`config.mk`:
```
export PLATFORM = sky130hd
export DESIGN_NAME = brt_back
export DESIGN_NICKNAME = d
export VERILOG_FILES = /design/src/brt_pkg.sv /design/src/brt_back.sv
export SDC_FILE = /design/constraint.sdc
export NUM_CORES = 1
export LEC_CHECK = 0
export CELL_PAD_IN_SITES_DETAIL_PLACEMENT = 1
export CELL_PAD_IN_SITES_GLOBAL_PLACEMENT = 1
export CORE_AREA = 2 2 372 227
export DETAILED_ROUTE_END_ITERATION = 8
export DIE_AREA = 0 0 374 229
export DONT_BUFFER_PORTS = 1
export PLACE_DENSITY_LB_ADDON = 0.1
export REMOVE_ABC_BUFFERS = 1
export SETUP_SLACK_MARGIN = 0.05
export SLEW_MARGIN = 20
export SYNTH_ARGS = -nofsm -noshare
export SYNTH_HDL_FRONTEND = slang
export SYNTH_SLANG_ARGS = --single-unit
```
`constraint.sdc`:
```
create_clock -name i_clk -period 16.85 [get_ports i_clk]
set_input_delay 3.37 -clock i_clk [delete_from_list [all_inputs] [get_ports i_clk]]
set_output_delay 3.37 -clock i_clk [all_outputs]
set_load 0.03 [all_outputs]
```
`src/brt_pkg.sv`:
```
`default_nettype none
package brt_pkg;
    localparam int unsigned VAL_W = 48;
    localparam int unsigned RNG_W = 47;
    localparam int unsigned TOL_W = 25;
    localparam int unsigned ROW_W = 12;
    localparam int unsigned NUM_W = 49;

    // Classified row handed from the front part to the divider and selector.
    typedef struct packed {
        logic                    use_row;
        logic                    to_lower;
        logic                    neg_num;
        logic [NUM_W-1:0]        num_mag;
        logic [VAL_W-1:0]        den;
        logic [ROW_W-1:0]        row;
        logic                    last;
        logic                    boxed;
        logic [RNG_W-1:0]        range;
    } t_job;

    typedef enum logic [1:0] {
        ST_IDLE = 2'd0,
        ST_DIV  = 2'd1,
        ST_DONE = 2'd2
    } t_state;
endpackage
`default_nettype wire

```
`src/brt_back.sv`:
```
`default_nettype none
module brt_back
    import brt_pkg::*;
#(
    parameter int unsigned FRAC_BITS = 24
) (
    input  wire logic             i_clk,
    input  wire logic             i_rst_n,
    input  wire logic             i_valid,
    output logic                  o_ready,
    input  wire t_job             i_job,
    output logic                  o_valid,
    input  wire logic             i_ready,
    output logic [61:0]           o_data
);
    localparam int unsigned STEPS = NUM_W + FRAC_BITS;
    localparam int unsigned SC_W  = $clog2(STEPS + 1);
    localparam int unsigned DV_W  = VAL_W + 1;
    localparam logic [VAL_W-1:0] MAX47 = {1'b0, {(VAL_W-1){1'b1}}};
    localparam logic [VAL_W-1:0] MINV  = {1'b1, {(VAL_W-1){1'b0}}};

    t_state r_st, n_st;
    t_job   r_job;
    logic [STEPS-1:0] r_dvd;
    logic [STEPS-1:0] r_quo;
    logic [DV_W-1:0]  r_rem;
    logic [SC_W-1:0]  r_step;
    logic             r_lf, r_uf;
    logic signed [VAL_W-1:0] r_lr, r_ur;
    logic [ROW_W-1:0] r_lrow, r_urow;
    logic             r_ov;
    logic [61:0]      r_out;

    logic [DV_W-1:0]  w_sh, w_sub;
    logic             w_ge;
    logic signed [VAL_W-1:0] w_ratio, w_best;
    logic             w_lw, w_uw, w_have, w_flip, w_tol, w_lf, w_uf;
    logic signed [VAL_W-1:0] w_lr, w_ur;
    logic [ROW_W-1:0] w_lrow, w_urow, w_prow;
    logic [STEPS-1:0] w_mag;

    assign w_sh  = {r_rem[DV_W-2:0], r_dvd[STEPS-1]};
    assign w_ge  = w_sh >= {1'b0, r_job.den};
    assign w_sub = w_ge ? (w_sh - {1'b0, r_job.den}) : w_sh;

    always_comb begin
        w_mag = r_quo;
        if (r_job.neg_num) begin
            if (w_mag > STEPS'(MINV)) begin
                w_ratio = MINV;
            end else begin
                w_ratio = VAL_W'(~w_mag + 1'b1);
            end
        end else if (w_mag > STEPS'(MAX47)) begin
            w_ratio = MAX47;
        end else begin
            w_ratio = VAL_W'(w_mag);
        end
        w_lf = r_lf; w_lr = r_lr; w_lrow = r_lrow;
        w_uf = r_uf; w_ur = r_ur; w_urow = r_urow;
        if (r_job.use_row && r_job.to_lower && (!r_lf || w_ratio < r_lr)) begin
            w_lf = 1'b1; w_lr = w_ratio; w_lrow = r_job.row;
        end
        if (r_job.use_row && !r_job.to_lower && (!r_uf || w_ratio < r_ur)) begin
            w_uf = 1'b1; w_ur = w_ratio; w_urow = r_job.row;
        end
        w_have = r_job.boxed;
        w_flip = r_job.boxed;
        w_tol  = 1'b0;
        w_best = r_job.boxed ? $signed({1'b0, r_job.range}) : '0;
        w_prow = '0;
        w_lw = w_lf && (!w_have || w_lr < w_best);
        if (w_lw) begin
            w_have = 1'b1; w_flip = 1'b0; w_best = w_lr; w_prow = w_lrow; w_tol = 1'b1;
        end
        w_uw = w_uf && (!w_have || w_ur < w_best);
        if (w_uw) begin
            w_have = 1'b1; w_flip = 1'b0; w_best = w_ur; w_prow = w_urow; w_tol = 1'b0;
        end
        if (w_best < 0) begin
            w_best = '0;
        end
    end

    always_comb begin
        n_st = r_st;
        case (r_st)
            ST_IDLE: if (i_valid) n_st = ST_DIV;
            ST_DIV:  if (r_step == '0) n_st = r_job.last ? ST_DONE : ST_IDLE;
            ST_DONE: if (i_ready) n_st = ST_IDLE;
            default: n_st = ST_IDLE;
        endcase
    end

    always_comb begin
        o_ready = (r_st == ST_IDLE);
        o_valid = (r_st == ST_DONE);
        o_data  = r_out;
    end

    always_ff @(posedge i_clk) begin
        if (r_st == ST_IDLE && i_valid) begin
            r_job  <= i_job;
            r_dvd  <= {i_job.num_mag, {FRAC_BITS{1'b0}}};
            r_quo  <= '0;
            r_rem  <= '0;
        end else if (r_st == ST_DIV && r_step != '0) begin
            r_dvd <= {r_dvd[STEPS-2:0], 1'b0};
            r_rem <= w_sub;
            r_quo <= {r_quo[STEPS-2:0], w_ge};
        end
        if (r_st == ST_DIV && r_step == '0) begin
            r_out <= {w_best[RNG_W-1:0], w_tol, w_prow, w_flip, w_have};
        end
        if (!i_rst_n) begin
            r_st <= ST_IDLE;
            r_step <= '0;
            r_lf <= 1'b0; r_uf <= 1'b0;
            r_lr <= '0; r_ur <= '0; r_lrow <= '0; r_urow <= '0;
            r_ov <= 1'b0;
        end else begin
            r_st <= n_st;
            r_ov <= 1'b0;
            if (r_st == ST_IDLE && i_valid) begin
                r_step <= SC_W'(STEPS);
            end else if (r_st == ST_DIV && r_step != '0) begin
                r_step <= r_step - 1'b1;
            end
            if (r_st == ST_DIV && r_step == '0) begin
                if (r_job.last) begin
                    r_lf <= 1'b0; r_uf <= 1'b0;
                    r_lr <= '0; r_ur <= '0; r_lrow <= '0; r_urow <= '0;
                end else begin
                    r_lf <= w_lf; r_uf <= w_uf;
                    r_lr <= w_lr; r_ur <= w_ur; r_lrow <= w_lrow; r_urow <= w_urow;
                end
            end
        end
    end

    assert property (@(posedge i_clk) disable iff (!i_rst_n)
        o_valid && !i_ready |=> o_valid && $stable(o_data))
        else $error("result dropped");
    assert property (@(posedge i_clk) disable iff (!i_rst_n)
        o_valid |-> !o_ready)
        else $error("accepted row while result pending");
    assert property (@(posedge i_clk) disable iff (!i_rst_n)
        o_valid && o_data[1] |-> o_data[0])
        else $error("flip without found");
    assert property (@(posedge i_clk) disable iff (!i_rst_n) !r_ov)
        else $error("unexpected overflow flag");
endmodule
`default_nettype wire

```
==> results of run 1 <==
[sequential cells by signal, indices dropped and copies added (netlist names)]
name    cells
r_quo      73
r_rem      48
r_lr       48
r_st        2
r_ur       48
r_dvd      49
o_data     62
r_job     112
r_lrow     12
r_lf        1
r_step      7
r_uf        1
r_urow     12
[where the power goes]
part | internal [µW] | total [µW] | switching (µW)
clock network | 748 | 1270 | 526
registers | 1310 | 1380 | 69.5
logic | 292 | 877 | 586
total | 2350 | 3540 | 1180
[cells in the mapped netlist (all sizes together), types with 16 or more instances]
cell type	count	area [µm²]
a22oi	34	255.2
clkbuf	147	551.8
and2	93	581.8
or3	20	130.1
nor4	26	177.7
a31oi	50	312.8
inv	283	1062
xor2	17	148.9
nor2	138	518.0
or2	18	112.6
o22ai	132	825.8
mux2i	87	870.8
a21oi	145	729.5
o21ai	179	895.9
nand2	521	1956
nand2b	21	131.4
edfxtp	223	6696
nand4	66	412.9
a21o	73	548.0
o211ai	16	120.1
nand3	146	730.7
nor2b	59	369.1
o311ai	45	394.1
dfxtp	252	5045
nor3	44	220.2
buf	44	201.5
ha	239	2990
xnor2	31	271.5
[cell type report]
type / count / area, µm² / area share (%)
Sequential cell: 475 / 11740 / 37.13
Clock inverter: 32 / 435.4 / 1.377
Clock buffer: 65 / 1410 / 4.459
Inverter: 283 / 1074 / 3.395
Tap cell: 1092 / 1366 / 4.320
Multi-Input combinational cell: 2349 / 15060 / 47.61
Timing Repair Buffer: 63 / 535.5 / 1.693
Antenna cell: 2 / 5.005 / 0.01583
[placed cells by master, fill, tap and decap left out, types with 13 or more instances in the layout]
cell type / synthesis / layout
o311ai_1: 0 / 18
o22ai_1: 132 / 132
buf_4: 1 / 58
and2_1: 93 / 93
o21ai_0: 177 / 176
nand4_1: 66 / 66
nand3_1: 146 / 146
mux2i_1: 87 / 87
o21bai_1: 13 / 13
xor2_1: 17 / 17
or2_2: 17 / 18
o311ai_0: 45 / 27
clkbuf_16: 0 / 52
nand2b_1: 21 / 21
nor4_1: 25 / 24
nor2_1: 138 / 135
nor3_1: 44 / 43
edfxtp_1: 223 / 223
nor2b_1: 59 / 59
xnor2_1: 31 / 31
a21oi_1: 144 / 143
or3_1: 19 / 18
dfxtp_1: 252 / 252
a21o_1: 73 / 73
nand2_1: 521 / 518
a22oi_1: 34 / 34
o211ai_1: 16 / 16
a31oi_1: 50 / 50
inv_1: 281 / 280
ha_1: 239 / 239
[kinds of logic after synthesis]
logic type / after synthesis / synth area share, %
adders and majority gates: 240 / 10.55
AOI/OAI and AO/OA: 783 / 17.57
DFF: 475 / 41.14
buffers and inverters: 474 / 6.361
muxes: 90 / 3.170
xor gates and xnor gates: 48 / 1.473
and+or+nand+nor: 1188 / 19.74
[metal layers]
layer	vias up	wire length (µm)	global-route usage [%]	share of wire [%]
li1	11670	-	-	-
met1	12230	53220	35.96	54
met2	486	39440	31.94	40
met3	93	4737	3.559	4.8
met4	0	1536	4.340	1.6
met5	-	0	0	0
[worst paths after layout]
check,start,to,depth (start not counted)
setup / recovery,r_quo[0],o_data[41],46
hold / removal,r_quo[50],r_quo[51],2
setup reg to reg,r_quo[0],o_data[41],46
hold reg to reg,r_quo[50],r_quo[51],2
[through the flow]
step / cell area [µm²] / setup TNS [ns]
floorplan: 27790 / -3.420
global placement: 29760 / 0
detailed placement: 29760 / 0
CTS: 31610 / 0
global route: 31620 / 0
finish: 31620 / 0
[worst max-delay path: cells and delay by family (launching register included)]
family / cells / cell delay [ns]
flops: 1 / 0.36
buf+inv: 8 / 1.78
simple gates: 17 / 4.94
fa+ha+maj: 4 / 1.26
compound gates: 17 / 6.19
==> flow_metrics.tcl, run 1 <==
set metrics [dict create \
    cts.reportedPaths.clkPinSlew_ns 0.06 \
    slowest_stage "o311ai_0" \
    power.leakage_uw 0.01373 \
    synthArstFlopShare_pct 0 \
    worst_hold_slack_ns 0.4578 \
    cts.path.max_buffers 3 \
    placed_cells 4262 \
    skew_ns 0.05115 \
    gr-usage-all-layers_pct 22.70 \
    core_area_um2 82390 \
    viasPerCell 5.613 \
    fin_cells 4361 \
    grt_overflow 0 \
    avgSynthCellArea_um2 8.654 \
    numCtsBuffers 52 \
    ios 229 \
    finalCritPeriodShare_pct 88.59 \
    seq_area_frac_synth_pct 41.14 \
    crit_type "reg2reg" \
    place.gp.congestion 0.8735 \
    status "finished clean" \
    clock-sinks 475 \
    cp.arrival_ns 15.38 \
    grt_setup_unrepaired "no" \
    numPortBuffers 0 \
    cap_viol_max_count 0 \
    rows 82 \
    htreeDepth 2 \
    vias 24480 \
    syn_area_um2 28540 \
    pre_cts_slack_ns 2.236 \
    postCtsResizedCells 0 \
    die_w_um 374 \
    synth-seq-cells 475 \
    grt_pass1_wl_um 152800 \
    slew_viol_final 0 \
    critical_path.most_common_cell "ha_1" \
    root_buffer "clkbuf_16" \
    drtAntennaViolNets 0 \
    fmax_mhz 66.99 \
    setup_ws_ns 1.923 \
    antenna_found_initial 2 \
    synth.distinct_cells 78 \
    postLayoutCoreUtil_pct 38.39 \
    critPathMaxFanout 61 \
    fill_cells 9541 \
    powerDensity_nw_per_um2 111.8 \
    syn_inst 3298 \
    insertion_delay_ns 0.65 \
    start_util_pct 34.64 \
    start_kind "flop" \
    min_period_ns 14.93 \
    hpwl_um 72420 \
    ff2ff_setup_slack_ns 1.92 \
    required_ns 17.30 \
    die-area_um2 85650 \
    layout.nets 3629 \
    relSlewSlack_pct 24.13 \
    die_y_um 229 \
    drive_gt1_share_pct 6.030 \
    yosys_warnings 0 \
    power_uw 3535 \
    max_stage_delay_ns 0.89 \
    irDropWorstVdd_v 0.00006878 \
    finalWirelength_um 98940 \
    hold_viol_final 0 \
    endpoint_kind "flop" \
    drt-initial-drc-count 1817 \
    tritoncts "yes" \
    area_growth_pct 10.81 \
    wire_per_inst_um 22.69 \
    drcViolationCount 0 \
    ys.flop_type "dfxtp_1" \
    worst_pin_slew_ns 1.120 \
    cts_setup_buffers 0 \
    holdCritPathClass "reg2reg" \
    postCtsHoldBufs 0 \
    grt_pass1_vias 24780 \
    grt_max_degree 128 \
    synth-edff-count 223 \
    first_pass_iters 5 \
    setup_viol 0 \
]
Note: power is estimated with default switching activity, not from simulation.
==> run 2, diff against run 1 <==
--- a/config.mk
+++ b/config.mk
@@ -7,9 +7,9 @@
 export LEC_CHECK = 0
 export CELL_PAD_IN_SITES_DETAIL_PLACEMENT = 1
 export CELL_PAD_IN_SITES_GLOBAL_PLACEMENT = 1
-export CORE_AREA = 2 2 372 227
+export CORE_AREA = 2 2 333 253
 export DETAILED_ROUTE_END_ITERATION = 8
-export DIE_AREA = 0 0 374 229
+export DIE_AREA = 0 0 335 255
 export DONT_BUFFER_PORTS = 1
 export PLACE_DENSITY_LB_ADDON = 0.1
 export REMOVE_ABC_BUFFERS = 1
==> run 2 against run 1 <==
Against the previous run:
- register-to-register slack worse by 0.83 ns
- core utilization down 0.11 points
- critical path depth down 1
- final cell count down 0.21%
==> flow_metrics.tcl, run 2 (synthesis results as in run 1) <==
set metrics [dict create \
    postCtsResizedCells 0 \
    root_buffer "clkbuf_16" \
    hold_end "r_quo[67]" \
    met1Wirelength_um 48530 \
    grt_setup_unrepaired "no" \
    clock-sinks 475 \
    placed_cell_area_um2 29730 \
    numPortBuffers 0 \
    grt_pass1_wl_um 147100 \
    timing.rr.end "o_data[41]" \
    skew_ns 0.02305 \
    required_ns 17.31 \
    tritoncts "yes" \
    grt_max_degree 128 \
    wire_per_inst_um 21.96 \
    drtAntennaViolNets 0 \
    fin_area_um2 31630 \
    start_util_pct 34.53 \
    hold_viol_final 0 \
    irDropWorstVdd_v 0.00006072 \
    drcViolationCount 0 \
    fill_cells 9546 \
    insertion_delay_ns 0.65 \
    start_kind "flop" \
    postLayoutCoreUtil_pct 38.27 \
    die_y_um 255 \
    slew_viol_final 0 \
    rows 92 \
    area_growth_pct 10.83 \
    power.leakage_uw 0.01371 \
    highest_layer "met5" \
    drt-initial-drc-count 1516 \
    endpoint_kind "flop" \
    relSlewSlack_pct 31.78 \
    slowest_stage "o311ai_0" \
    status "finished clean" \
    largest_reg_flops 112 \
    crit_type "reg2reg" \
    grt_overflow 0 \
    power_uw 3517 \
    fmax_mhz 63.45 \
    vias 24240 \
    cts.path.max_buffers 3 \
    finalCritPeriodShare_pct 93.53 \
    setup_viol 0 \
    numCtsBuffers 54 \
    holdCritPathClass "reg2reg" \
    first_pass_iters 5 \
    max_stage_delay_ns 0.82 \
    ff2ff_setup_slack_ns 1.09 \
    min_path_cells 2 \
    wl_met2_um 40760 \
    layout_commonest_cell "nand2_1" \
    min_period_ns 15.76 \
    postCtsHoldBufs 0 \
    core_area_um2 82650 \
    die_w_um 335 \
    cap_viol_max_count 0 \
    critPathMaxFanout 102 \
    grt_pass1_vias 24590 \
    drive_gt1_share_pct 5.873 \
    worst_pin_slew_ns 1.011 \
    critical_path.most_common_cell "ha_1" \
    cts.reportedPaths.clkPinSlew_ns 0.06 \
    ios 229 \
    hpwl_um 69150 \
    regMostFlops "r_job" \
    final.setup.tns_ns 0 \
    hold_start "r_quo[66]" \
    powerDensity_nw_per_um2 111.2 \
    route.met3.wl_um 4516 \
    finalWirelength_um 95590 \
    layout.nets 3628 \
    place.gp.congestion 0.8431 \
    die-area_um2 85430 \
    antenna_found_initial 7 \
    rr_worst_depth 45 \
    cts_setup_buffers 0 \
    htreeDepth 2 \
    gr-usage-all-layers_pct 21.97 \
    viasPerCell 5.570 \
    cp.arrival_ns 16.22 \
    r2r_start "r_quo[0]" \
    final_cell_mix "518 x nand2_1, 280 x inv_1, 252 x dfxtp_1, 239 x ha_1, 223 x edfxtp_1" \
]
-- run 2: changes by cell type in the layout (fill, tap and decap cells not counted), moves of 3 or more --
cell        previous run  this run
clkinvlp_4             1         5
clkinv_4               1         4
clkbuf_16             52        56
clkinv_1               4        10
clkinv_2              12         7
clkbuf_8               6         2
inv_6                  5         1
-- run 2: worst max-delay path by stage --
stage | start | endpoint | slack [ns] | cells past startpoint
6_report | r_quo[0] | o_data[41] | 1.09 | 45
5_1_grt | r_quo[0] | o_data[41] | 0.15 | 46
4_1_cts | r_quo[0] | o_data[46] | 1.20 | 46
3_5_place_dp | r_quo[0] | o_data[53] | 1.28 | 46
3_3_place_gp | r_quo[0] | o_data[39] | 1.60 | 46
2_1_floorplan | r_quo[0] | o_data[15] | -0.07 | 39
-- run 2: worst max-delay path, delay by kind of cell, from the launching register on --
kind / cells / cell delay [ns]
compound gates: 18 / 7.28
simple gates: 16 / 4.74
buf+inv: 7 / 1.91
fa+ha+maj: 4 / 1.11
flops: 1 / 0.39
-- run 2: area by class of cell --
cell class | instances | area, µm² | area share, %
multi-input combinational | 2349 | 15060 | 47.62
sequential | 475 | 11740 | 37.12
clock buffer | 65 | 1455 | 4.600
tap | 1081 | 1353 | 4.276
inverter | 283 | 1076 | 3.402
timing repair buffer | 60 | 495.5 | 1.566
clock inverter | 37 | 441.7 | 1.396
antenna | 2 | 5.005 | 0.01582
-- run 2: layer usage --
layer	global-route usage, %	up-vias
met2	33.30	450
li1	-	11670
met1	32.47	12010
met5	0	-
met4	4.933	4
met3	3.675	106
-- run 2: where the power goes --
group,internal (µW),total (µW),switching (µW)
logic,286,857,571
registers,1310,1380,68.1
clock network,743,1280,534
-- run 2: stage by stage --
step / hold WS, ns / setup slack [ns] / instances
finish: 0.4562 / 1.090 / 4352
global route: 0.4801 / 0.1483 / 4352
CTS: 0.4598 / 1.201 / 4350
detailed placement: 0.4498 / 1.278 / 4248
global placement: 0.4393 / 1.605 / 4247
floorplan: 0.4310 / -0.07277 / 3107
